<file path="config.mk">
export PLATFORM = sky130hd
export DESIGN_NAME = adu_exp_step
export DESIGN_NICKNAME = d
export VERILOG_FILES = /design/src/hdl/adu_pkg.sv /design/src/hdl/adu_exp_step.sv
export SDC_FILE = /design/constraint.sdc
export NUM_CORES = 1
export LEC_CHECK = 0
export BUFFER_PORTS_ARGS = -buffer_cell sky130_fd_sc_hd__buf_4
export CORE_UTILIZATION = 50
export CTS_CLUSTER_DIAMETER = 100
export DETAILED_ROUTE_END_ITERATION = 6
export GPL_ROUTABILITY_DRIVEN = 0
export PLACE_DENSITY = 0.7
export SYNTH_ARGS = -nofsm -noshare
export SYNTH_HDL_FRONTEND = slang
export SYNTH_SLANG_ARGS = --single-unit
</file>
<file path="constraint.sdc">
create_clock -name clk -period 23 [get_ports clk]
set_input_delay 6.9 -clock clk [delete_from_list [all_inputs] [get_ports clk]]
set_output_delay 6.9 -clock clk [all_outputs]
set_load 0.02 [all_outputs]
</file>
<file path="src/hdl/adu_pkg.sv">
// Shared types, mode codes and exponential tables for the activation derivative unit.
`timescale 1ns / 1ps
`default_nettype none
package adu_pkg;

  typedef enum logic [1:0] {
    MODE_SIGMOID = 2'd0,
    MODE_RELU    = 2'd1,
    MODE_TANH    = 2'd2,
    MODE_LINEAR  = 2'd3
  } act_mode_t;

  localparam logic [15:0] Q_ONE      = 16'd4096;
  localparam int          EXP_STEPS  = 12;
  localparam int          QUOT_BITS  = 13;

  typedef struct packed {
    logic        valid;
    logic        is_tanh;
    logic [15:0] alt;
  } ctl_t;

  typedef struct packed {
    ctl_t        ctl;
    logic [16:0] t;
    logic [11:0] f;
  } exp_t;

  typedef struct packed {
    ctl_t        ctl;
    logic [47:0] rem;
    logic [34:0] den;
    logic [12:0] q;
  } quot_t;

  // e^-n in Q1.16
  function automatic logic [16:0] exp_whole(input logic [4:0] n);
    logic [16:0] r;
    unique case (n)
      5'd0:    r = 17'd65536;
      5'd1:    r = 17'd24109;
      5'd2:    r = 17'd8869;
      5'd3:    r = 17'd3263;
      5'd4:    r = 17'd1200;
      5'd5:    r = 17'd442;
      5'd6:    r = 17'd162;
      5'd7:    r = 17'd60;
      5'd8:    r = 17'd22;
      5'd9:    r = 17'd8;
      5'd10:   r = 17'd3;
      5'd11:   r = 17'd1;
      default: r = 17'd0;
    endcase
    return r;
  endfunction

  // e^-(2^(k-12)) in Q0.16
  function automatic logic [15:0] exp_part(input int k);
    logic [15:0] r;
    unique case (k)
      0:       r = 16'd65520;
      1:       r = 16'd65504;
      2:       r = 16'd65472;
      3:       r = 16'd65408;
      4:       r = 16'd65280;
      5:       r = 16'd65026;
      6:       r = 16'd64520;
      7:       r = 16'd63520;
      8:       r = 16'd61565;
      9:       r = 16'd57835;
      10:      r = 16'd51039;
      default: r = 16'd39750;
    endcase
    return r;
  endfunction

endpackage
`default_nettype wire

</file>
<file path="src/hdl/adu_exp_step.sv">
// One pipeline stage of the exponential: multiply by a fractional power when its bit is set.
`timescale 1ns / 1ps
`default_nettype none
module adu_exp_step (
  input  wire logic          clk,
  input  wire logic          rst,
  input  wire logic          en,
  input  wire adu_pkg::exp_t d,
  input  wire logic [15:0]   e_coef,
  input  wire logic          use_step,
  output adu_pkg::exp_t      q
);

  logic [32:0] prod;
  logic [33:0] rnd;
  adu_pkg::exp_t q_next;

  always_comb begin
    prod = 33'(d.t) * 33'(e_coef);
    rnd = 34'(prod) + 34'd32768;
    q_next = d;
    if (use_step) begin
      q_next.t = rnd[32:16];
    end
  end

  always_ff @(posedge clk) begin
    if (rst) begin
      q.ctl.valid <= 1'b0;
    end else if (en) begin
      q <= q_next;
    end
  end

endmodule
`default_nettype wire

</file>
==> impl_metrics.csv <==
group,metric,value,unit
run_status,outcome,"finished clean",
yosys,ys_ff_latch,47,
clocking,insertion_delay,0.28,ns
clocking,h-tree-depth,2,
timing,clock-skew-final,0,ns
placed_design,port_buffers,113,
layout,nNetsFinal,1570,
setup_path,cpPeakStageDelay,0.56,ns
die,die-area,0.0217,mm²
timing,rsz0062_at_grt,"false",
min_path,holdPathStages,2,
yosys,syn_avg_cell_area,9.60,µm²
setup_path,critPathRequiredTime,23.03,ns
yosys,synth_cell_types,46,
global_routing,grt_max_degree,25,
yosys,yosys.area.top_type,"fa_1",
layout,layout_commonest_cell,"inv_1",
layout,largest_reg_flops,47,
clocking,hold_buffers,0,
timing,setup_ws,10.49,ns
clocking,cts_resized,0,
placed_design,dpl.hpwl,20.3,mm
setup_path,path_buf_inv,5,
layout,top_register,"q",
detailed_routing,dr_total_vias,7751,
layout,n_antenna_cell,0,
clocking,cts_buffer_depth,2,
die,die_w,147,µm
die,initial_utilization,0.516,
clocking,clk_pin_slew,0.07,ns
setup_path,cp-start-kind,"input pin",
clocking,cts_setup_buffers,0,
setup_path,cp_max_fo,17,
timing,fmax,79.9,MHz
layout,drive_above_1_share,0.118,
yosys,synth_top_area_share,0.393,
setup_path,worst_path_dominant_cell_family,"adder cells",
min_path,worstHoldPathType,"reg -> reg",
yosys,ys_top_cells_by_area,"fa_1, ha_1, edfxtp_1, inv_1, and2_1",
yosys,yosysWarnings,0,
setup_path,r2r_slack,22.36,ns
detailed_routing,final_antenna_net_count,0,
setup_path,reg2regPathDepth,2,
die,fp.dieH,147,µm
setup_path,crit_slowest_cell,"fa_1",
clocking,tritoncts,"done",
yosys,async_flop_share,0,
layout,syn2layout_area_growth,11.7,%
setup_path,crit_chain,"buf_4 -> and2_1 -> fa_1 -> inv_1 -> fa_1 -> fa_1 -> fa_1 -> inv_1 -> fa_1 -> inv_1 -> fa_1 -> inv_1 -> ha_1 -> nand4_1 -> nor3_1 -> a21oi_4 -> o22a_1 -> o21ai_1 -> a31oi_1 -> xnor2_1 -> mux2_2",
setup_path,critPathKind,"in -> reg",
timing,finalSetupViolCount,0,
layout,mostFrequentLayoutCells,"inv_1, fa_1, nand2_1, and2_1, ha_1",
timing,slew_headroom,0.582,
global_routing,track_usage,0.255,
clocking,cts_sinks,47,
yosys,synthesis.area,0.0105,mm²
global_routing,grt_pass1_vias,8536,
yosys,synth_nets,1488,
run,max_cap_viol_count,0,
min_path,hold_end,"q[46]$_SDFFE_PP0P_",
setup_path,crit_top_cell,"fa_1",
timing,finalCriticalPeriod,12.51,ns
setup_path,r2r_start,"q[46]$_SDFFE_PP0P_",
layout,fillers,1865,
min_path,hp-start,"q[46]$_SDFFE_PP0P_",
clocking,cts_inserted_buffers,5,
timing,slew_violations,0,
die,coreArea,0.0204,mm²
timing,tns,0,ns
timing,fin_crit_sh,0.544,
global_routing,gr-total-overflow,0,
layout,seq_area,0.00140,mm²
die,rows,52,
yosys,synth_seq_area_share,0.133,
global_routing,grt_pass1_wl,43.0,mm
layout,largestRegisters,"q x47",
setup_path,cp.arrival,12.55,ns
placed_design,pre_cts_slack,10.21,ns
yosys,synthFlopType,"edfxtp_1",
detailed_routing,drtPass1Iterations,5,
setup_path,r2r_end,"q[46]$_SDFFE_PP0P_",
detailed_routing,viasPerCell,5.34,
timing,tightestPinTransition,0.626,ns
yosys,synth_edf_count,46,
detailed_routing,remaining_drc_errors,0,
timing,final_hold_viol_count,0,
detailed_routing,wl,25.9,mm
yosys,synth_cells,1099,
setup_path,end_kind,"register",
detailed_routing,wire_per_inst,17.8,µm
layout,post-route-util,0.577,
die,ioPinCount,114,
detailed_routing,drt_iter0_drc,459,
global_routing,antenna_found_initial,1,
layout,multi_input_area,0.00804,mm²
clocking,cts_root_buf,"clkbuf_16",
-- worst reg2reg max path: stages (launching register included) --
cell     delay [ns]
dfxtp_1        0.36
mux2i_1        0.08
nor2_1         0.13
-- per-stage QoR --
stage               hold slack (ns)  instances  area (µm²)
finish                        0.569       1452       11800
global route                  0.586       1452       11800
CTS                           0.571       1452       11800
detailed placement            0.496       1444       11600
global placement              0.494       1444       11600
floorplan                     0.579       1099       10500
-- how the worst max path moves through the flow --
stage	startpoint	end	slack [ns]	cells after the start
CTS	d[20]	q[24]$_DFFE_PP_	10.50	21
floorplan	e_coef[9]	q[26]$_DFFE_PP_	10.48	21
detailed placement	d[20]	q[26]$_DFFE_PP_	10.21	21
finish	d[19]	q[24]$_DFFE_PP_	10.49	21
global route	e_coef[1]	q[26]$_DFFE_PP_	10.24	20
global placement	d[28]	q[26]$_DFFE_PP_	10.29	20
-- routing by layer --
layer	up-vias	track usage	routed length, µm
li1	3491	-	-
met1	4003	0.330	10600
met2	218	0.470	13600
met3	39	0.0143	1130
met4	0	0.0557	529
met5	-	0	0
-- synth_stat cells (all sizes together), types with 2 or more instances --
library cell / n
nand4: 8
xor2: 7
inv: 255
a211oi: 7
clkbuf: 37
a31oi: 6
mux2: 10
xnor2: 12
a21o: 9
edfxtp: 46
nand2: 159
nand3: 3
a21oi: 30
fa: 207
and2: 130
nor2: 13
nor3: 3
o21bai: 3
buf: 2
mux2i: 2
o22a: 2
o21a: 2
nor2b: 3
o21ai: 14
o31ai: 2
ha: 115
-- cells by family after synthesis --
logic type / synth area share
fa+ha+maj: 0.529
buf+inv: 0.105
mux: 0.0126
compound gates: 0.0519
xor+xnor: 0.0158
simple gates: 0.152
flops: 0.133
-- layout make-up --
cell class,count,share of cell area
clock buffers,6,0.0109
clock inverters,2,0.00510
inverters,255,0.0813
multi-input cells,758,0.682
flip-flops and latches,47,0.119
well taps,270,0.0287
repair buffers,114,0.0727
Power is not shown: default switching activity piles up to over one toggle a cycle in this logic, so the estimate is an artifact.
