===== config.mk =====
export PLATFORM = sky130hd
export DESIGN_NAME = adu_div_step
export DESIGN_NICKNAME = d
export VERILOG_FILES = /design/src/hdl/adu_pkg.sv /design/src/hdl/adu_div_step.sv
export SDC_FILE = /design/constraint.sdc
export NUM_CORES = 1
export LEC_CHECK = 0
export BUFFER_PORTS_ARGS = -buffer_cell sky130_fd_sc_hd__buf_2
export CAP_MARGIN = 20
export CELL_PAD_IN_SITES_DETAIL_PLACEMENT = 1
export CELL_PAD_IN_SITES_GLOBAL_PLACEMENT = 2
export CORE_MARGIN = 4
export CORE_UTILIZATION = 30
export CTS_BUF_LIST = sky130_fd_sc_hd__clkbuf_16
export DETAILED_ROUTE_END_ITERATION = 10
export PLACE_DENSITY_LB_ADDON = 0.1
export SLEW_MARGIN = 20
export SYNTH_ARGS = -nofsm -noshare
export SYNTH_HDL_FRONTEND = slang
export SYNTH_SLANG_ARGS = --single-unit

===== constraint.sdc =====
create_clock -name clk -period 6.5 [get_ports clk]
set_input_delay 0.325 -clock clk [delete_from_list [all_inputs] [get_ports clk]]
set_output_delay 0.325 -clock clk [all_outputs]
set_load 0.02 [all_outputs]

===== src/hdl/adu_pkg.sv =====
// Shared types, mode codes and exponential tables for the activation derivative unit.
`timescale 1ns / 1ps
`default_nettype none
package adu_pkg;

  typedef enum logic [1:0] {
    MODE_SIGMOID = 2'd0,
    MODE_RELU    = 2'd1,
    MODE_TANH    = 2'd2,
    MODE_LINEAR  = 2'd3
  } act_mode_t;

  localparam logic [15:0] Q_ONE      = 16'd4096;
  localparam int          EXP_STEPS  = 12;
  localparam int          QUOT_BITS  = 13;

  typedef struct packed {
    logic        valid;
    logic        is_tanh;
    logic [15:0] alt;
  } ctl_t;

  typedef struct packed {
    ctl_t        ctl;
    logic [16:0] t;
    logic [11:0] f;
  } exp_t;

  typedef struct packed {
    ctl_t        ctl;
    logic [47:0] rem;
    logic [34:0] den;
    logic [12:0] q;
  } quot_t;

  // e^-n in Q1.16
  function automatic logic [16:0] exp_whole(input logic [4:0] n);
    logic [16:0] r;
    unique case (n)
      5'd0:    r = 17'd65536;
      5'd1:    r = 17'd24109;
      5'd2:    r = 17'd8869;
      5'd3:    r = 17'd3263;
      5'd4:    r = 17'd1200;
      5'd5:    r = 17'd442;
      5'd6:    r = 17'd162;
      5'd7:    r = 17'd60;
      5'd8:    r = 17'd22;
      5'd9:    r = 17'd8;
      5'd10:   r = 17'd3;
      5'd11:   r = 17'd1;
      default: r = 17'd0;
    endcase
    return r;
  endfunction

  // e^-(2^(k-12)) in Q0.16
  function automatic logic [15:0] exp_part(input int k);
    logic [15:0] r;
    unique case (k)
      0:       r = 16'd65520;
      1:       r = 16'd65504;
      2:       r = 16'd65472;
      3:       r = 16'd65408;
      4:       r = 16'd65280;
      5:       r = 16'd65026;
      6:       r = 16'd64520;
      7:       r = 16'd63520;
      8:       r = 16'd61565;
      9:       r = 16'd57835;
      10:      r = 16'd51039;
      default: r = 16'd39750;
    endcase
    return r;
  endfunction

endpackage
`default_nettype wire


===== src/hdl/adu_div_step.sv =====
// One restoring-division stage: compare, subtract and shift in one quotient bit.
`timescale 1ns / 1ps
`default_nettype none
module adu_div_step (
  input  wire logic           clk,
  input  wire logic           rst,
  input  wire logic           en,
  input  wire adu_pkg::quot_t d,
  input  wire logic [47:0]    den_sh,
  output adu_pkg::quot_t      q
);

  logic ge;
  adu_pkg::quot_t q_next;

  always_comb begin
    ge = (d.rem >= den_sh);
    q_next = d;
    q_next.q = {d.q[11:0], ge};
    if (ge) begin
      q_next.rem = d.rem - den_sh;
    end
  end

  always_ff @(posedge clk) begin
    if (rst) begin
      q.ctl.valid <= 1'b0;
    end else if (en) begin
      q <= q_next;
    end
  end

endmodule
`default_nettype wire

==> out/metrics.cfg, run 1 <==
[power_and_ir_drop]
p_clk_share_pct=39.8
power_mw=2.50
peakVddDrop_uv=125
seq_power_share_pct=36.1
leakage_nw=4.24
power_density_mw_per_mm2=268
swShare_pct=31.1
p_int_mw=1.72
power_switching_mw=0.777
pwr-share-comb_pct=24.1

[clock_network]
htreeDepth=4
cts_tree=built
clock_latency_ps=410
cts_inserted_buffers=17
root_buffer=clkbuf_16
numClockSinks=114
cts_resized=0
clkSlewWorstSetupHoldPaths_ps=70
ctsLongestPathBuffers=2
cts_hold_buf=0
cts_setup_buffers=0

[critical_path]
critPathMaxFanout=42
crit_arrival_ps=4180
r2r_setup_slack_ps=5870
end_kind=register
worstSetupEndpoint=q[52]$_DFFE_PP_
rr_worst_depth=2
r2r-end=q[113]$_SDFFE_PP0P_
worst_setup_path_start_kind=primary input
path_buf_inv=3
cp_top_family=compound AO/OA/AOI/OAI gates
path_cells=buf_2, inv_1, ha_1, fa_1, nand2b_1, a21oi_1, o21ai_2, nor4_1, or2_1, a311oi_2, nor2_1, a41o_2, a311oi_4, buf_4, mux2_2
path_depth=15
r2r-start=q[113]$_SDFFE_PP0P_
max_stage_delay_ps=640
cp_slowest_cell=buf_4
crit_required_ps=6660
path_class=in -> reg
cp-startpoint=d[48]

[routing]
wirelength_mm=22.7
route.vias.total=5841
ant_nets=0
drtIter0Drc=258
avgRoutedWirePerCell_um=18.5
vias_per_cell=4.76
drc=0
firstDrtPassIters=4

[final_layout]
area_growth_pct=33.0
largest_reg_flops=114
top_register=q
final_util_pct=40.9
top_regs=q (114)
final_layout_size_suffix_gt1_share_pct=39.9
fin_nets=1113
nFillCells=2594
seqCellArea_mm2=0.00341
multi_input_comb_area_mm2=0.00326

[placement]
port-buffer-count=277
globalplace.congestion=0.805
pre_cts_ws_ps=1940
hpwlAfterDp_mm=17.9

[sta]
holdWs_ps=76.7
tns_ps=0
max_freq_ghz=0.249
period_share_pct=61.8
rsz0062_at_grt=no
finalHoldViolations=0
worst_pin_slew_ps=955
setup_slack_ps=2490
period_needed_ps=4010
slew_headroom_pct=36.4
skew_ps=0
slew_violations=0
finalSetupViolations=0

[grt]
grt_usage_pct=17.0
grt_pass1_wl_mm=35.1
grt_overflow_total=0
first_global_vias=6406
antenna_found_initial=3
grt_max_degree=70

[synth]
synth_ff_type=edfxtp_1
yosys_register_bits=114
yosysSeqAreaShare_pct=48.7
ys_top_cells_by_area=edfxtp_1, ha_1, mux2_2
synth_area_per_cell_um2=11.1
synth_fp_nets=845
synthArstFlopShare_pct=0
synth-edff-count=113
synth_warnings=0
syn_inst=631
synth_top_area_share_pct=48.5
synth_top_area_cell=edfxtp_1
synth.distinct_cells=58
syn_area_mm2=0.00700

[job]
cap_violations=0

[floorplan]
start_util_pct=30.7
io_pins=279
die-height_um=161
core_mm2=0.0228
rows=55
fp.dieArea_mm2=0.0258
die_w_um=161

[status]
status=complete, no violations

[worst_hold_path]
min_path_type=in -> reg

routing by layer:
metal / vias up / global-route usage [%] / part of all wire [%]
li1: 2866 / - / -
met1: 2767 / 20.4 / 43
met2: 183 / 30.3 / 50
met3: 21 / 4.34 / 5.5
met4: 4 / 4.73 / 1.2
met5: - / 0 / 0.097
how the worst min path moves through the flow:
stage	startpoint	to	slack [ps]	depth (start not counted)
floorplan	rst	q[113]$_SDFFE_PP0P_	400	1
global placement	q[113]$_SDFFE_PP0P_	q[113]$_SDFFE_PP0P_	480	2
detailed placement	d[97]	q[97]$_DFFE_PP_	500	1
CTS	d[106]	q[106]$_DFFE_PP_	60	1
global route	d[23]	q[23]$_DFFE_PP_	40	1
finish	d[22]	q[22]$_DFFE_PP_	80	1
placed cells by master, fill, tap and decap left out, types with 12 or more instances in the layout:
| cell type | instances |
|---|---|
| buf_2 | 277 |
| edfxtp_1 | 113 |
| inv_1 | 58 |
| ha_1 | 48 |
| a21oi_1 | 46 |
| nand2_1 | 43 |
| mux2_2 | 39 |
| a21o_1 | 30 |
| xnor2_1 | 29 |
| nor2_1 | 25 |
| o21ai_0 | 21 |
| xor2_1 | 17 |
| clkbuf_16 | 17 |
| nand3_1 | 16 |
| a31oi_1 | 12 |
metrics by stage:
step / cells / area [um^2]
3_5_place_dp: 1192 / 8680
3_3_place_gp: 1192 / 8680
5_1_grt: 1226 / 9310
4_1_cts: 1224 / 9290
6_report: 1226 / 9310
2_1_floorplan: 631 / 7000
layout make-up:
| class | count | share of cell area [%] |
|---|---|---|
| diodes | 1 | 0.0269 |
| clock buffers | 17 | 4.57 |
| clock inverters | 15 | 2.00 |
| inverters | 58 | 2.34 |
| multi-input cells | 428 | 35.0 |
| flip-flops and latches | 114 | 36.6 |
| well taps | 313 | 4.20 |
| repair buffers | 280 | 15.3 |
cell families after synthesis:
kind of cell	share of synthesized area [%]
DFF	48.7
xor gates and xnor gates	5.75
AOI/OAI and AO/OA	15.2
muxes	7.81
buffers and inverters	5.02
adders and majority gates	8.86
and+or+nand+nor	8.56
cells in the mapped netlist (all sizes together) (7+ instances only):
cell type,instances
xnor2,29
a21o,30
a21oi,46
xor2,17
nand2,43
ha,48
inv,58
nand4,9
mux2,45
and3,7
nand3,16
a31oi,12
clkbuf,25
edfxtp,113
o21ai,25
nor2,25
power groups by stage:
stage	clock network, mW	logic [mW]	registers (mW)
after floorplan	0	0.325	0.998
after global placement	0	0.601	0.914
after detailed placement	0	0.606	0.916
after CTS	1.02	0.611	0.901
after global routing	1.06	0.664	0.905
final	0.994	0.602	0.900
No activity file was read; power rests on OpenSTA's default activity.
==> run 2, diff against run 1 <==
==> constraint.sdc (replaced) <==
create_clock -name clk -period 4.1 [get_ports clk]
set_input_delay 0.205 -clock clk [delete_from_list [all_inputs] [get_ports clk]]
set_output_delay 0.205 -clock clk [all_outputs]
set_load 0.02 [all_outputs]
==> run 2 against run 1 <==
  * Die area unchanged
  * Clock skew is the same
  * Power increased by 60%
  * Non-clock buffer count increased by 67
  * Combinational power up 69%
  * Wire length is 7.7% higher
  * Sequential power increased by 59%
  * Setup slack got worse by 1700 ps
  * Worst hold slack got worse by 23 ps
  * Critical path type unchanged
  * Highest routed layer unchanged
==> out/metrics.cfg, run 2 (synthesized netlist as in run 1, its figures left out) <==
[final_layout]
top_regs=q (114)
largest_reg_flops=114
final_layout_size_suffix_gt1_share_pct=37.3
seqCellArea_mm2=0.00341
stdcell_count=1294
nFillCells=2564
multi_input_comb_area_mm2=0.00326
final_common_cell=buf_2
fin_nets=1180
area_growth_pct=42.4
top_register=q
layout.cells.most_common_list=buf_2, edfxtp_1, dlygate4sd3_1

[clock_network]
root_buffer=clkbuf_16
htreeDepth=4
cts_inserted_buffers=17
ctsLongestPathBuffers=2
numClockSinks=114
cts_setup_buffers=0
clkSlewWorstSetupHoldPaths_ps=60
clock_latency_ps=410
cts_tree=built

[routing]
wirelength_mm=24.5
route.vias.total=6178
firstDrtPassIters=4
vias_per_cell=4.77
avgRoutedWirePerCell_um=18.9
drc=0
drtIter0Drc=351
ant_nets=0

[sta]
slew_violations=0
holdWs_ps=53.5
tns_ps=0
period_needed_ps=3280
max_freq_ghz=0.305
skew_ps=0
worst_pin_slew_ps=851
finalSetupViolations=0
finalHoldViolations=0
slew_headroom_pct=43.2
period_share_pct=79.9
rsz0062_at_grt=no

[power_and_ir_drop]
swShare_pct=31.0
p_int_mw=2.76
seq_power_share_pct=35.7
power_density_mw_per_mm2=401
peakVddDrop_uv=229
leakage_nw=4.53
pwr-share-comb_pct=25.4
power_switching_mw=1.24
p_clk_share_pct=38.9

[placement]
port-buffer-count=277
globalplace.congestion=0.820
hpwlAfterDp_mm=18.3
dpl.cell_count=1195

[grt]
grt_overflow_total=0
grt_pass1_wl_mm=38.6
grt_max_degree=51
first_global_vias=6856
grt_usage_pct=18.7
antenna_found_initial=6

[floorplan]
start_util_pct=30.7
fp.dieArea_mm2=0.0258
rows=55
die_w_um=161
io_pins=279
core_mm2=0.0228
die-height_um=161

[status]
status=complete, no violations

[worst_hold_path]
min_path_type=in -> reg

[critical_path]
critPathMaxFanout=17
max_stage_delay_ps=370
path_cells=buf_2, inv_1, ha_1, fa_1, nand2b_1, a21oi_1, o21ai_2, nor4_1, or2_1, a311oi_2, nor2_1, a41o_2, a311oi_4, buf_4, mux2_2
crit_required_ps=4260
worst_setup_path_start_kind=primary input
cp_slowest_cell=mux2_2
crit_arrival_ps=3440
path_class=in -> reg
end_kind=register

[job]
cap_violations=0

-- run 2: critical path: cells and delay by family --
| kind | cells | cell delay (ps) |
|---|---|---|
| AO/OA/AOI/OAI | 5 | 1200 |
| AND/OR/NAND/NOR | 4 | 650 |
| adder cells (fa/ha/maj) | 2 | 510 |
| multiplexers | 1 | 370 |
| buffers and inverters | 3 | 500 |
-- run 2: what timing repair did --
action                                 CTS  global route
hold buffers                            65             0
resized for setup                        0             0
endpoints found under the hold margin   65             0
-- run 2: worst paths after layout --
check | startpoint | end | slack [ps] | depth (start not counted)
min reg2reg | q[113]$_SDFFE_PP0P_ | q[113]$_SDFFE_PP0P_ | 510 | 2
max | d[48] | q[76]$_DFFE_PP_ | 820 | 15
max reg2reg | q[113]$_SDFFE_PP0P_ | q[113]$_SDFFE_PP0P_ | 3510 | 2
min | d[113] | q[113]$_SDFFE_PP0P_ | 50 | 3
-- run 2: final cells by class --
class                   count  area share [%]
flip-flops and latches    114            34.2
multi-input cells         428            32.7
repair buffers            347            20.9
clock buffers              17            4.27
well taps                 313            3.93
inverters                  58            2.18
clock inverters            15            1.73
diodes                      2          0.0502
-- run 2: metal layers --
layer  part of all wire, %  up-vias  GRT usage [%]
li1                      -     2990              -
met1                    43     2931           23.0
met2                    49      218           32.0
met3                   6.4       31           5.03
met4                   1.7        8           5.74
met5                  0.20        -              0
-- run 2: metrics by stage --
stage | utilization (%) | instance area (um^2) | setup WS (ps) | total power [mW]
4_1_cts | 43.7 | 9960 | 731 | 4.05
2_1_floorplan | - | 7000 | 511 | 2.09
3_3_place_gp | 38.3 | 8710 | 360 | 2.41
5_1_grt | 43.8 | 9970 | 556 | 4.20
3_5_place_dp | 38.3 | 8710 | 300 | 2.42
6_report | 43.8 | 9970 | 823 | 4.00
-- run 2: power groups by stage --
stage                     sequential, mW  clock, mW  combinational, mW
after global placement              1.45          0              0.960
after detailed placement            1.45          0              0.970
final                               1.43       1.55               1.02
after CTS                           1.43       1.60               1.03
after floorplan                     1.58          0              0.515
after global routing                1.44       1.65               1.12
